<file path="src/hdl/swhsr_pkg.sv">
// ----------------------------------------------------------------------------
// swhsr_pkg
// Shared types and constants for the single-wire humidity sensor reader.
// ----------------------------------------------------------------------------
package swhsr_pkg;

  localparam int CNT_W_DEFAULT = 16;
  localparam int CFG_W         = 16;
  localparam int WAIT_W        = 8;
  localparam int DATA_W        = 16;
  localparam int FRAME_BITS    = 40;
  localparam int BIT_IDX_W     = 6;
  localparam int CFG_IDX_W     = 2;
  localparam int STATUS_W      = 2;

  localparam logic [CFG_W-1:0]  RST_START_LOW    = 16'd1100;
  localparam logic [WAIT_W-1:0] RST_RELEASE_WAIT = 8'd55;
  localparam logic [CFG_W-1:0]  RST_TIMEOUT      = 16'd1000;

  localparam logic [CFG_IDX_W-1:0] CFG_START_LOW    = 2'd0;
  localparam logic [CFG_IDX_W-1:0] CFG_RELEASE_WAIT = 2'd1;
  localparam logic [CFG_IDX_W-1:0] CFG_TIMEOUT      = 2'd2;

  localparam logic [STATUS_W-1:0] ST_OK       = 2'd0;
  localparam logic [STATUS_W-1:0] ST_TIMEOUT  = 2'd1;
  localparam logic [STATUS_W-1:0] ST_CHECKSUM = 2'd2;

  typedef enum logic [2:0] {
    PH_IDLE,
    PH_START_LOW,
    PH_WAIT,
    PH_RESP_LOW,
    PH_RESP_HIGH,
    PH_BIT_LOW,
    PH_BIT_HIGH
  } phase_t;

  typedef struct packed {
    logic                     drive_low;
    logic                     busy_res;
    logic                     done_res;
    logic [STATUS_W-1:0]      status;
    logic [DATA_W-1:0]        humidity_tenths;
    logic signed [DATA_W-1:0] temperature_tenths;
  } res_t;

endpackage

</file>
<file path="src/hdl/swhsr_core.sv">
// ----------------------------------------------------------------------------
// swhsr_core
// Protocol sequencer, pulse timers, frame shift register and result decode.
// State advances by one tick for each accepted line sample.
// ----------------------------------------------------------------------------
module swhsr_core import swhsr_pkg::*; #(
  parameter int COUNTER_WIDTH = CNT_W_DEFAULT
) (
  input  logic                 clk,
  input  logic                 rst,
  input  logic                 tick_en,
  input  logic                 start_req,
  input  logic                 line_level,
  input  logic                 cfg_we,
  input  logic [CFG_IDX_W-1:0] cfg_index,
  input  logic [CFG_W-1:0]     cfg_data,
  output res_t                 res
);

  localparam int CW   = COUNTER_WIDTH;
  localparam int CMPW = (CW > CFG_W) ? CW : CFG_W;
  localparam logic [CW-1:0] CMAX = '1;
  localparam logic [CW-1:0] ONE  = CW'(1);
  localparam logic [CW-1:0] ZERO = '0;

  logic [CFG_W-1:0]  start_low_ticks;
  logic [WAIT_W-1:0] release_wait_ticks;
  logic [CFG_W-1:0]  timeout_ticks;

  phase_t                phase, phase_next;
  logic [CW-1:0]         tick_count, tick_count_next;
  logic [CW-1:0]         low_length, low_length_next;
  logic [BIT_IDX_W-1:0]  bit_index, bit_index_next;
  logic [FRAME_BITS-1:0] frame_bits, frame_bits_next;
  logic [DATA_W-1:0]     last_humidity, last_humidity_next;
  logic [DATA_W-1:0]     last_temperature, last_temperature_next;
  logic [STATUS_W-1:0]   last_status, last_status_next;

  logic                  measuring, want_high, level_match;
  logic [CW-1:0]         tick_inc, meas_tick;
  logic                  start_done, wait_done, bit_val, frame_end, timeout_hit;
  logic [BIT_IDX_W-1:0]  index_inc;
  logic [FRAME_BITS-1:0] frame_shift;
  logic [7:0]            b0, b1, b2, b3, b4, byte_sum;
  logic [14:0]           magnitude;
  logic [DATA_W-1:0]     temp_value;
  logic                  done;

  // Shared timing and frame terms.
  always_comb begin
    measuring   = phase inside {PH_RESP_LOW, PH_RESP_HIGH, PH_BIT_LOW, PH_BIT_HIGH};
    want_high   = phase inside {PH_RESP_HIGH, PH_BIT_HIGH};
    level_match = (line_level == want_high);
    tick_inc    = (tick_count == CMAX) ? tick_count : tick_count + ONE;
    meas_tick   = level_match ? tick_inc : ONE;
    start_done  = (CMPW'(tick_count) >= CMPW'(start_low_ticks)) || (tick_count == CMAX);
    wait_done   = (CMPW'(tick_count) >= CMPW'(release_wait_ticks)) ||
                  (tick_count == CMAX);
    bit_val     = tick_count > low_length;
    frame_shift = {frame_bits[FRAME_BITS-2:0], bit_val};
    index_inc   = bit_index + BIT_IDX_W'(1);
    frame_end   = (phase == PH_BIT_HIGH) && !level_match &&
                  (index_inc >= BIT_IDX_W'(FRAME_BITS));
    // The pulse that closes the frame is not checked against the timeout.
    timeout_hit = measuring && !frame_end &&
                  ((CMPW'(meas_tick) >= CMPW'(timeout_ticks)) || (meas_tick == CMAX));
    b0          = frame_shift[39:32];
    b1          = frame_shift[31:24];
    b2          = frame_shift[23:16];
    b3          = frame_shift[15:8];
    b4          = frame_shift[7:0];
    byte_sum    = b0 + b1 + b2 + b3;
    magnitude   = {b2[6:0], b3};
    temp_value  = b2[7] ? (DATA_W'(0) - {1'b0, magnitude}) : {1'b0, magnitude};
  end

  // Next phase.
  always_comb begin
    phase_next = phase;
    case (phase)
      PH_IDLE:      if (start_req) phase_next = PH_START_LOW;
      PH_START_LOW: if (start_done) phase_next = PH_WAIT;
      PH_WAIT:      if (wait_done) phase_next = PH_RESP_LOW;
      PH_RESP_LOW:  if (!level_match) phase_next = PH_RESP_HIGH;
      PH_RESP_HIGH: if (!level_match) phase_next = PH_BIT_LOW;
      PH_BIT_LOW:   if (!level_match) phase_next = PH_BIT_HIGH;
      PH_BIT_HIGH:  if (!level_match) phase_next = frame_end ? PH_IDLE : PH_BIT_LOW;
      default:      phase_next = PH_IDLE;
    endcase
    if (timeout_hit) phase_next = PH_IDLE;
  end

  // Datapath updates and the result of this tick.
  always_comb begin
    tick_count_next       = tick_count;
    low_length_next       = low_length;
    bit_index_next        = bit_index;
    frame_bits_next       = frame_bits;
    last_humidity_next    = last_humidity;
    last_temperature_next = last_temperature;
    last_status_next      = last_status;
    case (phase)
      PH_IDLE: begin
        if (start_req) tick_count_next = ONE;
      end
      PH_START_LOW: begin
        tick_count_next = start_done ? ZERO : tick_inc;
      end
      PH_WAIT: begin
        tick_count_next = wait_done ? ZERO : tick_inc;
      end
      PH_RESP_LOW: begin
        tick_count_next = meas_tick;
      end
      PH_RESP_HIGH: begin
        tick_count_next = meas_tick;
        if (!level_match) begin
          bit_index_next  = '0;
          frame_bits_next = '0;
        end
      end
      PH_BIT_LOW: begin
        tick_count_next = meas_tick;
        if (!level_match) low_length_next = tick_count;
      end
      PH_BIT_HIGH: begin
        tick_count_next = meas_tick;
        if (!level_match) begin
          frame_bits_next = frame_shift;
          bit_index_next  = index_inc;
        end
        if (frame_end) begin
          if (byte_sum == b4) begin
            last_humidity_next    = {b0, b1};
            last_temperature_next = temp_value;
            last_status_next      = ST_OK;
          end else begin
            last_status_next = ST_CHECKSUM;
          end
        end
      end
      default: ;
    endcase
    if (timeout_hit) last_status_next = ST_TIMEOUT;
    done = frame_end || timeout_hit;

    res.drive_low          = (phase_next == PH_START_LOW);
    res.busy_res           = (phase_next != PH_IDLE);
    res.done_res           = done;
    res.status             = last_status_next;
    res.humidity_tenths    = last_humidity_next;
    res.temperature_tenths = last_temperature_next;
  end

  always_ff @(posedge clk) begin
    if (rst) begin
      start_low_ticks    <= RST_START_LOW;
      release_wait_ticks <= RST_RELEASE_WAIT;
      timeout_ticks      <= RST_TIMEOUT;
    end else if (cfg_we) begin
      case (cfg_index)
        CFG_START_LOW:    start_low_ticks    <= cfg_data;
        CFG_RELEASE_WAIT: release_wait_ticks <= cfg_data[WAIT_W-1:0];
        CFG_TIMEOUT:      timeout_ticks      <= cfg_data;
        default: ;
      endcase
    end
  end

  always_ff @(posedge clk) begin
    if (rst) begin
      phase            <= PH_IDLE;
      tick_count       <= '0;
      low_length       <= '0;
      bit_index        <= '0;
      frame_bits       <= '0;
      last_humidity    <= '0;
      last_temperature <= '0;
      last_status      <= ST_OK;
    end else if (tick_en) begin
      phase            <= phase_next;
      tick_count       <= tick_count_next;
      low_length       <= low_length_next;
      bit_index        <= bit_index_next;
      frame_bits       <= frame_bits_next;
      last_humidity    <= last_humidity_next;
      last_temperature <= last_temperature_next;
      last_status      <= last_status_next;
    end
  end

endmodule

</file>
<file path="src/hdl/swhsr_out_buf.sv">
// ----------------------------------------------------------------------------
// swhsr_out_buf
// Two-entry result buffer: an output register backed by a skid register.
// ----------------------------------------------------------------------------
module swhsr_out_buf import swhsr_pkg::*; (
  input  logic clk,
  input  logic rst,
  input  logic push,
  input  res_t push_data,
  output logic full,
  output logic out_valid,
  input  logic out_stall,
  output res_t out_data
);

  logic skid_valid;
  res_t skid_data;
  logic take;

  assign take = out_valid && !out_stall;
  assign full = skid_valid;

  always_ff @(posedge clk) begin
    if (rst) begin
      out_valid  <= 1'b0;
      skid_valid <= 1'b0;
    end else if (take || !out_valid) begin
      if (skid_valid) begin
        out_valid  <= 1'b1;
        skid_valid <= push;
      end else begin
        out_valid <= push;
      end
    end else if (push) begin
      skid_valid <= 1'b1;
    end
  end

  always_ff @(posedge clk) begin
    if (take || !out_valid) begin
      if (skid_valid) begin
        out_data  <= skid_data;
        skid_data <= push_data;
      end else begin
        out_data <= push_data;
      end
    end else if (push) begin
      skid_data <= push_data;
    end
  end

endmodule

</file>
<file path="src/hdl/single_wire_humidity_sensor_reader.sv">
// ----------------------------------------------------------------------------
// single_wire_humidity_sensor_reader
// Host side of a single-wire humidity and temperature sensor. One line
// sample per tick; one result per sample.
//
//   Channel  Handshake            Payload
//   in       in_valid / in_stall  start_req, line_level
//   out      out_valid / out_stall drive_low, busy_res, done_res, status,
//                                  humidity_tenths, temperature_tenths
//   cfg      cfg_valid / cfg_ready cfg_index, cfg_data
//
// A sample is accepted every cycle while in_stall is low; its result goes
// to the output or skid entry. The sequencer update is one combinational
// pass. in_stall rises only when both result entries are full, so one
// result may wait downstream without stopping the input. Reset is
// synchronous and restores the register defaults and an idle sequencer.
// ----------------------------------------------------------------------------
module single_wire_humidity_sensor_reader import swhsr_pkg::*; #(
  parameter int COUNTER_WIDTH = CNT_W_DEFAULT
) (
  input  logic                     clk,
  input  logic                     rst,
  input  logic                     in_valid,
  output logic                     in_stall,
  input  logic                     start_req,
  input  logic                     line_level,
  output logic                     out_valid,
  input  logic                     out_stall,
  output logic                     drive_low,
  output logic                     busy_res,
  output logic                     done_res,
  output logic [STATUS_W-1:0]      status,
  output logic [DATA_W-1:0]        humidity_tenths,
  output logic signed [DATA_W-1:0] temperature_tenths,
  input  logic                     cfg_valid,
  output logic                     cfg_ready,
  input  logic [CFG_IDX_W-1:0]     cfg_index,
  input  logic [CFG_W-1:0]         cfg_data
);

  logic in_fire;
  logic buf_full;
  res_t step_res;
  res_t out_res;

  assign cfg_ready = 1'b1;
  assign in_stall  = buf_full;
  assign in_fire   = in_valid && !buf_full;

  swhsr_core #(
    .COUNTER_WIDTH(COUNTER_WIDTH)
  ) u_core (
    .clk       (clk),
    .rst       (rst),
    .tick_en   (in_fire),
    .start_req (start_req),
    .line_level(line_level),
    .cfg_we    (cfg_valid && cfg_ready),
    .cfg_index (cfg_index),
    .cfg_data  (cfg_data),
    .res       (step_res)
  );

  swhsr_out_buf u_out_buf (
    .clk      (clk),
    .rst      (rst),
    .push     (in_fire),
    .push_data(step_res),
    .full     (buf_full),
    .out_valid(out_valid),
    .out_stall(out_stall),
    .out_data (out_res)
  );

  assign drive_low          = out_res.drive_low;
  assign busy_res           = out_res.busy_res;
  assign done_res           = out_res.done_res;
  assign status             = out_res.status;
  assign humidity_tenths    = out_res.humidity_tenths;
  assign temperature_tenths = out_res.temperature_tenths;

  // The skid entry is only occupied behind a held output entry.
  assert property (@(posedge clk) disable iff (rst) in_stall |-> out_valid)
    else $error("skid entry full while output register empty");

  // A finished reading leaves the sequencer idle.
  assert property (@(posedge clk) disable iff (rst)
    (out_valid && done_res) |-> (!busy_res && !drive_low))
    else $error("done reported while still busy");

  // The line is only pulled low as part of a reading.
  assert property (@(posedge clk) disable iff (rst)
    (out_valid && drive_low) |-> busy_res)
    else $error("line driven low while idle");

  // Status never carries an unused code.
  assert property (@(posedge clk) disable iff (rst)
    out_valid |-> (status == ST_OK || status == ST_TIMEOUT || status == ST_CHECKSUM))
    else $error("undefined status code");

endmodule
</file>
<file path="config.mk">
export PLATFORM = sky130hd
export DESIGN_NAME = single_wire_humidity_sensor_reader
export DESIGN_NICKNAME = d
export VERILOG_FILES = /design/src/hdl/swhsr_pkg.sv /design/src/hdl/swhsr_core.sv /design/src/hdl/swhsr_out_buf.sv /design/src/hdl/single_wire_humidity_sensor_reader.sv
export SDC_FILE = /design/constraint.sdc
export NUM_CORES = 1
export LEC_CHECK = 0
export ABC_AREA = 1
export BUFFER_PORTS_ARGS = -buffer_cell sky130_fd_sc_hd__buf_2
export CAP_MARGIN = 20
export CORE_UTILIZATION = 55
export CTS_CLUSTER_DIAMETER = 100
export DETAILED_ROUTE_END_ITERATION = 10
export GPL_TIMING_DRIVEN = 1
export PLACE_DENSITY_LB_ADDON = 0.08
export SLEW_MARGIN = 10
export SYNTH_ARGS = -nofsm -noshare
export SYNTH_HDL_FRONTEND = slang
export SYNTH_SLANG_ARGS = --single-unit
</file>
<file path="constraint.sdc">
create_clock -name clk -period 10.6 [get_ports clk]
set_input_delay 2.12 -clock clk [delete_from_list [all_inputs] [get_ports clk]]
set_output_delay 2.12 -clock clk [all_outputs]
set_load 0.01 [all_outputs]
</file>
==> flow_summary.ini <==
[run_status]
status = finished, final reports clean

[route]
vias_per_cell = 5.385
routed_wl_um = 29450
dr.first_iter.drc_count = 699
drc = 0
dr.pass1.iters = 6
vias = 10150
drtAntennaViolNets = 0
wire_per_inst_um = 15.63

[cts]
cts_buffers = 26
insertion_delay_ns = 0.53
clockBufferDepth = 3
ctsResizeCount = 0
cts_root_buf = clkbuf_16
cts_setup_buffers = 0
htreeDepth = 1
cts_tree = built
cts_hold_buffers = 0
clk_pin_slew_ns = 0.06
cts_sinks = 230

[timing]
finalCritPeriodShare = 0.4595
fmax_mhz = 205.3
hold_viol = 0
setup_ws_ns = 5.729
skew_ns = 0.006040
worstMarginPinSlew_ns = 1.091
final_max_slew_viol_count = 0
relSlewSlack = 0.2698
rsz0062_at_grt = false
holdWs_ns = 0.4662
setup_violations = 0
tns_ns = 0
min_period_ns = 4.871

[die]
ios = 65
rows = 54
die_h_um = 151.4
dieArea_um2 = 22930
start_util = 0.5610
die-width_um = 151.4
core_area_um2 = 21890

[place]
port_buffers = 63
dpl.hpwl_um = 20690
place.gp.congestion = 0.8590
dpl.cell_count = 1837
dp_slack_ns = 5.709

[global_route]
grt_pass1_wl_um = 47350
grt_pass1_vias = 8924
antenna_found_initial = 0
grt_start_max_net_pins = 89
gr-total-overflow = 0
track_usage = 0.2632

[yosys]
syn_area_um2 = 12280
synth_area_leader_cell = dfxtp_1
ys_types = 45
synth_area_leaders = dfxtp_1, edfxtp_1, nand2_1
synthArstFlopShare = 0
synth_ff_type = dfxtp_1
ys_seq_elements = 230
synth_nets = 1654
synth_edf_count = 74
synth_top_cell_area_share = 0.2543
synth.avg_cell_area_um2 = 7.928
synth_seq_area_share = 0.4353
syn_inst = 1549
yosysWarnings = 0

[final_layout]
fin_cells = 1885
nets = 1690
diodes = 0
layout-drive-gt1-share = 0.1134
syn_to_final_growth_pct = 11.06
fill_cells = 1997

[worst_setup_path]
critPathMaxStageDelay_ns = 0.67
critPathSlowestCell = nor2_4
crit_fanout = 37
path_cells = fa_1 -> fa_1 -> ha_1 -> inv_1 -> fa_1 -> inv_1 -> nand3_1 -> nand2_1 -> xor2_1 -> nand2_1 -> a21oi_1 -> nand3_1 -> nor2_4 -> nand2_4 -> o21ai_0 -> o21ai_0
arrival_ns = 5.12
path_class = reg2reg
worst-path-buf-inv = 2
worstSetupStartpoint = u_core.frame_bits[16]$_SDFFE_PP0P_
crit_required_ns = 10.85
cp-start-kind = flop
cpMostUsedCell = fa_1
worstReg2RegStart = u_core.frame_bits[16]$_SDFFE_PP0P_
end_kind = flop
cpLargestDelayFamily = adder cells

[hold_path]
holdCritStartpoint = u_core.low_length[2]$_SDFFE_PP0P_
hp-class = reg2reg

[power]
p_total_w = 0.002125
ir_worst_vdd_mv = 0.1049
power.leakage_nw = 6.122
power.density_nw_per_um2 = 155.8

[job]
drv_cap = 0
## worst register-to-register path, cell delays in order, from the launching register on
cell,delay (ns)
dfxtp_1,0.47
fa_1,0.48
fa_1,0.52
ha_1,0.18
inv_1,0.06
fa_1,0.39
inv_1,0.09
nand3_1,0.06
nand2_1,0.08
xor2_1,0.18
nand2_1,0.07
a21oi_1,0.16
nand3_1,0.13
nor2_4,0.67
nand2_4,0.48
o21ai_0,0.46
o21ai_0,0.12
## worst paths after layout
kind	to	slack, ns	cells past startpoint
worst max register to register	u_out_buf.out_data[11]$_DFFE_PN_	5.73	16
worst min-delay path	u_core.low_length[2]$_SDFFE_PP0P_	0.47	2
worst min register to register	u_core.low_length[2]$_SDFFE_PP0P_	0.47	2
worst max-delay path	u_out_buf.out_data[11]$_DFFE_PN_	5.73	16
## per-stage QoR
step / util / cell area [um2]
2_1_floorplan: - / 12280
3_3_place_gp: 0.5806 / 12710
3_5_place_dp: 0.5806 / 12710
4_1_cts: 0.6231 / 13640
5_1_grt: 0.6231 / 13640
6_report: 0.6231 / 13640
## sequential cells by signal, summed over array words and instances (netlist names), 2 cells and up
register / flops
u_core.frame_bits: 39
u_core.low_length: 16
u_core.start_low_ticks: 16
u_out_buf.out_data: 37
u_core.timeout_ticks: 16
u_core.phase: 3
u_core.last_humidity: 16
u_core.release_wait_ticks: 8
u_core.last_temperature: 16
u_core.bit_index: 6
u_core.tick_count: 16
u_out_buf.skid_data: 37
u_core.last_status: 2
## cell families after synthesis
group,after synthesis,synth area share
other,1,0.0003054
xor gates and xnor gates,28,0.01997
adders and majority gates,80,0.09007
DFF,230,0.4353
and+or+nand+nor,628,0.2270
AOI/OAI and AO/OA,320,0.1400
buffers and inverters,262,0.08742
## power by group
part / internal (W) / switching, W
Clock: 0.000604 / 0.000369
Combinational: 0.0000560 / 0.000127
Sequential: 0.000954 / 0.0000159
## synth_stat cells (6+ instances only)
cell type / number
inv_2: 14
a31oi_1: 31
o21ai_0: 83
nor3_1: 12
nand3_1: 59
dfxtp_1: 156
nand2_1: 331
fa_1: 14
nand4_1: 15
nand3_2: 23
o211ai_1: 15
nand2_2: 10
inv_1: 180
nor2_1: 154
ha_1: 66
nand3b_1: 6
clkbuf_1: 41
o21ai_1: 35
buf_2: 14
edfxtp_1: 74
xor2_1: 19
xnor2_1: 9
a21oi_1: 145
## metal layers
| metal | global-route usage | part of all wire | up-vias |
|---|---|---|---|
| li1 | - | - | 5173 |
| met1 | 0.4177 | 0.50 | 4639 |
| met2 | 0.3774 | 0.41 | 300 |
| met3 | 0.03494 | 0.077 | 38 |
| met4 | 0.04600 | 0.012 | 0 |
| met5 | 0 | 0 | - |
## layout make-up
class	instances	area (um2)	area share
sequential	230	5345	0.3919
clock inverter	13	203.9	0.01495
inverter	196	740.7	0.05431
multi-input combinational	1057	5876	0.4308
tap	280	350.3	0.02569
clock buffer	35	725.7	0.05321
timing repair buffer	74	397.9	0.02917
## layout by cell type (no fill, tap or decap), drive strengths merged, types with 2 or more instances in the layout
master / instances
xor2: 19
buf: 74
nor2: 160
nor4: 2
fa: 14
nand4: 15
nand3b: 6
clkbuf: 35
bufinv: 5
dfxtp: 156
nand2: 346
nor3: 12
a21o: 2
a21oi: 145
o21ai: 120
a31oi: 31
nand3: 84
o21a: 2
clkinv: 7
or2: 3
edfxtp: 74
xnor2: 9
ha: 66
o211ai: 15
inv: 196
Note: power is estimated with default switching activity, not from simulation.
